--- src/rtl/core/base64_decoder_defines.svh ---
// Assertion helpers shared by the RTL. All sample on clk and are off during rst.
`ifndef BASE64_DECODER_DEFINES_SVH
`define BASE64_DECODER_DEFINES_SVH

// Same-cycle implication.
`define B64_ASSERT_NOW(label, ante, cons, msg) \
  label: assert property (@(posedge clk) disable iff (rst) (ante) |-> (cons)) \
    else $error(msg);

// Next-cycle implication.
`define B64_ASSERT_NEXT(label, ante, cons, msg) \
  label: assert property (@(posedge clk) disable iff (rst) (ante) |=> (cons)) \
    else $error(msg);

`endif

--- src/rtl/core/b64_pkg.sv ---
package b64_pkg;

  localparam logic [7:0] PAD_CHAR = 8'h3D;  // '='
  localparam logic [7:0] UC_A     = 8'h41;  // 'A'
  localparam logic [7:0] UC_Z     = 8'h5A;
  localparam logic [7:0] LC_A     = 8'h61;  // 'a'
  localparam logic [7:0] LC_Z     = 8'h7A;
  localparam logic [7:0] DIG_0    = 8'h30;  // '0'
  localparam logic [7:0] DIG_9    = 8'h39;
  localparam logic [7:0] PLUS_CHR = 8'h2B;  // '+'
  localparam logic [7:0] SLASH_CHR = 8'h2F; // '/'

  // One decoded group: 24-bit word and number of bytes to emit (1..3).
  typedef struct packed {
    logic [23:0] word;
    logic [1:0]  nbytes;
  } grp_t;

  function automatic logic [5:0] sextet_of(input logic [7:0] c);
    logic [7:0] v;
    v = 8'd0;
    if (c >= UC_A && c <= UC_Z) begin
      v = c - UC_A;
    end else if (c >= LC_A && c <= LC_Z) begin
      v = c - LC_A + 8'd26;
    end else if (c >= DIG_0 && c <= DIG_9) begin
      v = c - DIG_0 + 8'd52;
    end else if (c == PLUS_CHR) begin
      v = 8'd62;
    end else if (c == SLASH_CHR) begin
      v = 8'd63;
    end
    return v[5:0];
  endfunction

endpackage

--- src/rtl/core/base64_decoder.sv ---
// Streaming Base64 decoder (standard alphabet). Characters enter one per
// transaction on the s_ side; every fourth character closes a group and
// yields 3 minus the number of '=' pads in it (none for three or more pads)
// bytes on the m_ side, most significant first, with m_tlast on the group's
// final byte. Characters outside the alphabet decode as zero. Input runs at
// one character per cycle while s_tready is high; while m_tready is high the
// output side emits one byte per cycle, so a full group of four characters
// drains faster than the next one arrives and the stream never backs up on its
// own. The closing character writes the queue; the byte loader then takes the
// group into its current-group register and from there loads the output
// register, after which m_tvalid rises and the first byte can be accepted.
// The queue between the character side and the byte side absorbs QUEUE_DEPTH
// groups of downstream stall before s_tready drops on a closing character.
module base64_decoder
  import b64_pkg::*;
#(
  parameter int QUEUE_DEPTH = 2  // groups held between front and back, 2 or more
) (
  input  logic       clk,
  input  logic       rst,
  // character input
  input  logic       s_tvalid,
  output logic       s_tready,
  input  logic [7:0] s_tdata,   // [7:0] in_char
  // byte output
  output logic       m_tvalid,
  input  logic       m_tready,
  output logic [7:0] m_tdata,   // [7:0] out_byte
  output logic       m_tlast    // group_end
);

  // front -> queue
  logic q_push;
  logic q_full;
  grp_t q_wr;

  // queue -> back
  logic q_pop;
  logic q_valid;
  grp_t q_rd;

  // Front: sextet lookup, packs three sextets, counts pads, and on the
  // closing character queues the word plus byte count if any byte is due.
  b64_front u_front (
    .clk      (clk),
    .rst      (rst),
    .in_valid (s_tvalid),
    .in_ready (s_tready),
    .in_char  (s_tdata),
    .q_full   (q_full),
    .q_push   (q_push),
    .q_data   (q_wr)
  );

  b64_fifo #(
    .DEPTH (QUEUE_DEPTH)
  ) u_fifo (
    .clk      (clk),
    .rst      (rst),
    .push     (q_push),
    .wr_data  (q_wr),
    .full     (q_full),
    .pop      (q_pop),
    .rd_valid (q_valid),
    .rd_data  (q_rd)
  );

  // Back: walks the bytes of one group into the output register, popping
  // the next group in the same cycle its last byte is loaded.
  b64_back u_back (
    .clk       (clk),
    .rst       (rst),
    .q_valid   (q_valid),
    .q_data    (q_rd),
    .q_pop     (q_pop),
    .out_valid (m_tvalid),
    .out_ready (m_tready),
    .out_byte  (m_tdata),
    .out_last  (m_tlast)
  );

endmodule

--- src/rtl/core/b64_front.sv ---
module b64_front
  import b64_pkg::*;
(
  input  logic       clk,
  input  logic       rst,
  input  logic       in_valid,
  output logic       in_ready,
  input  logic [7:0] in_char,
  input  logic       q_full,
  output logic       q_push,
  output grp_t       q_data
);

  logic [1:0]  pos;
  logic [17:0] acc;
  logic [1:0]  pads;

  logic [5:0] sext;
  logic       is_pad;
  logic [2:0] pads_total;
  logic [1:0] nbytes;
  logic       take;

  assign sext       = sextet_of(in_char);
  assign is_pad     = (in_char == PAD_CHAR);
  assign pads_total = {1'b0, pads} + {2'b00, is_pad};
  assign nbytes     = (pads_total >= 3'd3) ? 2'd0 : 2'(3'd3 - pads_total);

  // only the closing character of a group needs queue space
  assign in_ready = (pos != 2'd3) || !q_full;
  assign take     = in_valid && in_ready;

  assign q_push        = take && (pos == 2'd3) && (nbytes != 2'd0);
  assign q_data.word   = {acc, sext};
  assign q_data.nbytes = nbytes;

  always_ff @(posedge clk) begin
    if (rst) begin
      pos  <= 2'd0;
      acc  <= '0;
      pads <= 2'd0;
    end else if (take) begin
      if (pos == 2'd3) begin
        pos  <= 2'd0;
        acc  <= '0;
        pads <= 2'd0;
      end else begin
        pos  <= pos + 2'd1;
        acc  <= {acc[11:0], sext};
        pads <= pads_total[1:0];
      end
    end
  end

endmodule

--- src/rtl/core/b64_fifo.sv ---
`include "base64_decoder_defines.svh"

module b64_fifo
  import b64_pkg::*;
#(
  parameter int DEPTH = 2  // 2 or more
) (
  input  logic clk,
  input  logic rst,
  input  logic push,
  input  grp_t wr_data,
  output logic full,
  input  logic pop,
  output logic rd_valid,
  output grp_t rd_data
);

  localparam int IDX_W = $clog2(DEPTH);
  localparam int CNT_W = $clog2(DEPTH + 1);

  grp_t             mem [DEPTH];
  logic [IDX_W-1:0] wr_ptr;
  logic [IDX_W-1:0] rd_ptr;
  logic [CNT_W-1:0] count;

  assign full     = (count == CNT_W'(DEPTH));
  assign rd_valid = (count != '0);
  assign rd_data  = mem[rd_ptr];

  always_ff @(posedge clk) begin
    if (push) begin
      mem[wr_ptr] <= wr_data;
    end
  end

  always_ff @(posedge clk) begin
    if (rst) begin
      wr_ptr <= '0;
      rd_ptr <= '0;
      count  <= '0;
    end else begin
      if (push) begin
        wr_ptr <= (wr_ptr == IDX_W'(DEPTH - 1)) ? '0 : wr_ptr + 1'b1;
      end
      if (pop) begin
        rd_ptr <= (rd_ptr == IDX_W'(DEPTH - 1)) ? '0 : rd_ptr + 1'b1;
      end
      case ({push, pop})
        2'b10:   count <= count + 1'b1;
        2'b01:   count <= count - 1'b1;
        default: count <= count;
      endcase
    end
  end

  `B64_ASSERT_NOW(a_no_overflow, push, !full || pop, "push into full queue")
  `B64_ASSERT_NOW(a_no_underflow, pop, rd_valid, "pop from empty queue")
  `B64_ASSERT_NEXT(a_count_up, push && !pop, count == $past(count) + 1'b1, "count did not rise")
  `B64_ASSERT_NOW(a_entry_nonempty, rd_valid, rd_data.nbytes != 2'd0, "queued group emits no byte")

endmodule

--- src/rtl/core/b64_back.sv ---
module b64_back
  import b64_pkg::*;
(
  input  logic       clk,
  input  logic       rst,
  input  logic       q_valid,
  input  grp_t       q_data,
  output logic       q_pop,
  output logic       out_valid,
  input  logic       out_ready,
  output logic [7:0] out_byte,
  output logic       out_last
);

  logic        cur_valid;
  logic [23:0] cur_word;
  logic [1:0]  cur_n;
  logic [1:0]  cur_k;

  logic       load;
  logic       is_last;
  logic [7:0] sel_byte;

  assign load    = !out_valid || out_ready;
  assign is_last = ((cur_k + 2'd1) == cur_n);
  assign q_pop   = q_valid && (!cur_valid || (load && is_last));

  always_comb begin
    case (cur_k)
      2'd0:    sel_byte = cur_word[23:16];
      2'd1:    sel_byte = cur_word[15:8];
      default: sel_byte = cur_word[7:0];
    endcase
  end

  // cur_k is back at zero whenever cur_valid is low, so a pop starts at byte 0
  always_ff @(posedge clk) begin
    if (rst) begin
      cur_valid <= 1'b0;
      cur_k     <= 2'd0;
      out_valid <= 1'b0;
    end else begin
      if (load) begin
        out_valid <= cur_valid;
      end
      if (load && cur_valid) begin
        out_byte <= sel_byte;
        out_last <= is_last;
        cur_k    <= is_last ? 2'd0 : cur_k + 2'd1;
        if (is_last && !q_pop) begin
          cur_valid <= 1'b0;
        end
      end
      if (q_pop) begin
        cur_valid <= 1'b1;
        cur_word  <= q_data.word;
        cur_n     <= q_data.nbytes;
      end
    end
  end

endmodule
--- config.mk ---
export PLATFORM = sky130hd
export DESIGN_NAME = base64_decoder
export DESIGN_NICKNAME = d
export VERILOG_FILES = /design/src/rtl/core/b64_pkg.sv /design/src/rtl/core/base64_decoder.sv /design/src/rtl/core/b64_front.sv /design/src/rtl/core/b64_fifo.sv /design/src/rtl/core/b64_back.sv
export VERILOG_INCLUDE_DIRS = /design/src /design/src/rtl/core
export SDC_FILE = /design/constraint.sdc
export NUM_CORES = 1
export LEC_CHECK = 0
export ABC_AREA = 1
export BUFFER_PORTS_ARGS = -buffer_cell sky130_fd_sc_hd__buf_2
export CELL_PAD_IN_SITES_DETAIL_PLACEMENT = 1
export CELL_PAD_IN_SITES_GLOBAL_PLACEMENT = 1
export CORE_ASPECT_RATIO = 0.75
export CORE_MARGIN = 2
export CORE_UTILIZATION = 53
export CTS_CLUSTER_DIAMETER = 100
export DETAILED_ROUTE_END_ITERATION = 16
export GPL_TIMING_DRIVEN = 0
export PLACE_DENSITY = 0.87
export SLEW_MARGIN = 20
export SYNTH_ARGS = -nofsm -noshare
export SYNTH_HDL_FRONTEND = slang
export SYNTH_HIERARCHICAL = 1
export SYNTH_SLANG_ARGS = --single-unit
--- constraint.sdc ---
create_clock -name clk -period 5.6 [get_ports clk]
set_input_delay 0.28 -clock clk [delete_from_list [all_inputs] [get_ports clk]]
set_output_delay 0.28 -clock clk [all_outputs]
set_load 0.03 [all_outputs]
Word level (Yosys, flattened, before mapping)
Memory sizes are Yosys's and may differ from the RTL's. A register that Yosys moved wholly into a read port is not among the register bits.
Index checks and enable logic that the tools add are counted.
{"block": "op_classes", "n_mux": 19, "reduce_logical": 26, "n_eq_ne": 10, "order_cmp": 7, "n_addsub": 13, "bitwise": 1}
{"operator": "$mux 6", "n": 5}
{"operator": "$eq 8x6->1 const B", "n": 3}
{"operator": "$mux 18", "n": 1}
{"operator": "$ge 8x7->1 const B", "n": 2}
{"operator": "$le 8x7->1 const B", "n": 2}
{"operator": "$pmux 8 s2", "n": 1}
{"operator": "$sub 6x6->6 const B", "n": 2}
{"operator": "$logic_and 1x1->1", "n": 10}
{"operator": "$reduce_bool 2->1", "n": 5}
{"operator": "$ge 8x6->1 const B", "n": 1}
{"operator": "$le 8x6->1 const B", "n": 1}
{"operator": "$mux 2", "n": 4}
{"operator": "$mux 1", "n": 7}
{"operator": "$add 2x1->2 const B", "n": 3}
{"operator": "$add 6x5->6 const B", "n": 1}
{"operator": "$add 6x6->6 const B", "n": 1}
{"operator": "$eq 2x2->1 const B", "n": 3}
{"operator": "$reduce_and 2->1", "n": 3}
{"operator": "$sub 6x1->6 const B", "n": 1}
{"operator": "$eq 2x1->1 const B", "n": 2}
{"operator": "$logic_not 1->1", "n": 4}
{"operator": "$pmux 2 s2", "n": 1}
{"operator": "$add 2x1->3", "n": 1}
{"operator": "$ge 3x2->1 const B", "n": 1}
{"operator": "8 further kinds", "n": 11}
{"block": "totals", "register_bits": 39, "ramBits": 52, "inputBits": 12, "mem_count": 1}
{"memory": "u_fifo.mem", "words": 2, "width": 26, "rd": 1, "rd_clocked_by_memory_dff": 1, "write_ports": 1, "line": "b64_fifo.sv:21", "text": "grp_t mem [DEPTH];"}

Longest topological paths before layout
{"block": "logic_depth", "ltp_word": 10, "ltp_mapped": 17, "mapped_depth_nobuf": 17}

By module
Netlist, hierarchy kept.
{"mod": "b64_fifo", "area_per_inst_um2": 2205.9, "n_inst": 1, "cells_each": 114, "seq_area_each_um2": 1661.6}
{"mod": "b64_front", "area_per_inst_um2": 1560.2, "n_inst": 1, "cells_each": 232, "seq_area_each_um2": 440.4}
{"mod": "b64_back", "area_per_inst_um2": 1438.9, "n_inst": 1, "cells_each": 100, "seq_area_each_um2": 1131.1}

Worst setup path after synthesis
Ideal clock, no wire load.
{"block": "synth_timing", "path_type": "input to register", "start": "input port s_tdata[6]", "end": "memory u_fifo/mem[0][0] in the netlist's numbering (enable)", "cell_stages": 12, "setup_time_ns": 0.409, "n_path_buf": 0, "required_ns": 5.191, "slack_ns": 2.440, "arrival_time_ns": 2.751, "cell_sequence": "inv_1 nand2_2 nor2_8 nand2_1 nor2_1 ha_1 ha_1 nor2_1 nor2_1 nor3_1 inv_1 nor2_1"}
{"element": "start: declaration", "line": "base64_decoder.sv:24", "text": "input logic [7:0] s_tdata,"}
{"element": "end: declaration", "line": "b64_fifo.sv:21"}

==> impl_metrics.tcl <==
set metrics [dict create \
    rrSetupSlack_ns 2.88 \
    fin_crit_ns 2.875 \
    first_pass_iters 5 \
    use_met2_pct 42.05 \
    power_density_nw_per_um2 426.5 \
    switching_power_uw 723.8 \
    cap_viol_max_count 0 \
    wirelength_um 12700 \
    worst_hold_slack_ns 0.2012 \
    p_leak_uw 0.002431 \
    rr_worst_depth 7 \
    cts_setup_buffers 0 \
    seqPwrFrac_pct 41.9 \
    drive_above_1_share_pct 24.30 \
    final-setup-viol-count 0 \
    outcome "completed" \
    syn_area_per_cell_um2 11.67 \
    synth_warnings 6 \
    cts_max_level 4 \
    syn_area_um2 5205 \
    dpl.hpwl_um 8144 \
    vias 3464 \
    die_w_um 118.4 \
    clk_pin_slew_ns 0.05 \
    cp_cell_sequence "buf_2 -> inv_1 -> ha_1 -> nand2_1 -> nor2_1 -> ha_1 -> ha_1 -> nor2_1 -> nor2_1 -> nor3_1 -> inv_1 -> nor2_4" \
    cts_root_buffer "clkbuf_16" \
    fin_setup_tns_ns 0 \
    layout_worst_path_cycle_share_pct 51.34 \
    post_drt_wl_per_cell_um 20.15 \
    worstSetupPathType "input port to register" \
    final_common_cell "nand2_1" \
    ys_ff_latch 118 \
    grt_usage_pct 25.03 \
    grt_max_degree 28 \
    drt_iter0_drc 191 \
    holdBufCountCts 0 \
    synthTopCellsByArea "edfxtp_1 (50%), dfxtp_1 (12%), nand2_1 (8.2%)" \
    rows 31 \
    final_cell_mix "nand2_1 (114), edfxtp_1 (87), inv_1 (32), dfxtp_1 (31), buf_2 (26)" \
    hold_viol 0 \
    place.gp.congestion 0.8625 \
    cp-end-kind "register" \
    clk_path_buf_depth 2 \
    cp-startpoint "s_tdata[1]" \
    crit_cells 12 \
    grt_setup_unrepaired "false" \
    drv_slew 0 \
    reg2reg_to "u_fifo/mem[0][18]" \
    io_buffers 21 \
    grt_pass1_vias 3699 \
    critPathMaxStageDelay_ns 0.71 \
    synth_top_area_share_pct 50.19 \
    crit_path_top_delay_cell "nor2_4" \
    grt_pass1_wl_um 19890 \
    seq_area_frac_synth_pct 62.12 \
    cp_max_fo 26 \
    grtUsageMet3_pct 6.155 \
    path_delay_family "simple AND/OR/NAND/NOR gates" \
    total_power_uw 2563 \
    area_growth_pct 15.48 \
    cts_tree "yes" \
    clock_latency_ns 0.41 \
    ant_nets 0 \
    internal_power_uw 1840 \
    hold_path.class "input port to register" \
    tightest_slew_ns 0.9078 \
    cp-start-kind "input port" \
    global_route.usage.met1_pct 30.73 \
    synth.distinct_cells 30 \
    slew_headroom_pct 39.34 \
    drc 0 \
    finalNetCount 513 \
    combPwrFrac_pct 20.5 \
    yosysTopAreaCell "edfxtp_1" \
    finClkSkew_ns 0.008326 \
    die_area_um2 10640 \
    max_freq_ghz 0.3478 \
    busiest_layer "met2" \
    cp_data_arrival_time_ns 2.91 \
    cts.sinks 118 \
    grt.overflow.total 0 \
    io_pins 23 \
    diodes 0 \
    critPathCapture "u_fifo/mem[0][18]" \
    routed_via_density 5.498 \
    start_util_pct 54.11 \
    p_clk_share_pct 37.6 \
    core_um2 9619 \
    post_cts_resize_count 0 \
    antenna_found_initial 0 \
    vdd_ir_drop_max_mv 0.2465 \
    postLayoutCoreUtil_pct 62.49 \
    cp.buffers_inverters 3 \
    die_y_um 89.83 \
    cts_buffers 17 \
    syn-num-nets 473 \
    required_ns 5.63 \
    swShare_pct 28.24 \
    r2r_start "u_front/pos[0]" \
    synth_cells 446 \
]
==> area by class of cell <==
class                      count  area [um2]
fill                        1024        3608
sequential                   118        3233
multi-input combinational    277        1734
clock buffer                  18       429.2
tap                          132       165.2
inverter                      38       142.6
buffer                        13       110.1
timing repair buffer          21       105.1
clock inverter                13       91.34
==> synthesized netlist by cell type <==
master    number
buf_4          2
mux2_4        20
nand4_1       10
xor2_1         4
dfxtp_1       31
a22oi_1        8
xnor2_1        1
nor2_4         1
buf_12         2
o21ai_0        1
ha_1          15
a21oi_2        6
nand4_2        1
a21oi_1       23
nand3_1       17
nand2_2       11
inv_2          5
nand2_1      114
nor2_2         1
nor2_8         1
clkbuf_1       2
mux2_2         6
buf_6          2
inv_1         33
nand3_2        6
edfxtp_1      87
nor3_1         3
nor3_4         1
buf_2          5
nor2_1        27
==> sequential cells by signal, summed over array words and instances (netlist names), 8 cells and up, named ones only <==
| name | flops |
|---|---|
| u_fifo/mem | 52 |
| u_back/cur_word | 24 |
| u_back/out_byte | 8 |
| u_front/acc | 18 |
==> logic make-up (layout without fill, tap and decap cells) <==
group / Yosys count / after routing / share of synthesized area (%)
adder cells (fa/ha/maj): 15 / 15 / 3.606
multiplexers: 26 / 26 / 7.067
XOR/XNOR: 5 / 5 / 0.8413
flip-flops: 118 / 118 / 62.12
buffers and inverters: 51 / 103 / 4.856
AO/OA/AOI/OAI: 38 / 38 / 4.471
AND/OR/NAND/NOR: 193 / 193 / 17.04
==> per-layer routing <==
metal	share of wire, %	vias up
met4	1.4	0
met1	43	1742
met3	5.4	16
met2	51	100
li1	-	1606
met5	0	-
==> power groups by stage <==
stage	clock (uW)	combinational, uW	sequential (uW)
after global placement	0	475	1080
final	964	524	1070
after floorplan	0	361	1100
after detailed placement	0	514	1090
after CTS	983	526	1080
after global routing	1010	567	1080
==> how the worst min path moves through the flow <==
stage	from	to	slack [ns]	depth (start not counted)
floorplan	rst	u_front/acc[4]	0.34	1
global placement	u_front/acc[14]	u_fifo/mem[1][22]	0.44	0
detailed placement	u_front/acc[16]	u_fifo/mem[0][24]	0.46	0
CTS	m_tready	u_back/out_valid	0.18	4
global route	m_tready	u_back/out_valid	0.21	4
finish	m_tready	u_back/out_valid	0.20	4
==> tightest hold or removal path, stage by stage <==
cell and delay (ns):
buf_2 0.08, inv_1 0.05, nand2_2 0.09, a21oi_1 0.07
==> through the flow <==
step	cell area, um2	worst slack (ns)	std cells
finish	6011	2.725	630
global route	6011	2.551	630
CTS	6011	2.672	630
detailed placement	5490	2.262	599
global placement	5475	1.464	599
floorplan	5205	2.440	446
Note: power is estimated with default switching activity, not from simulation.
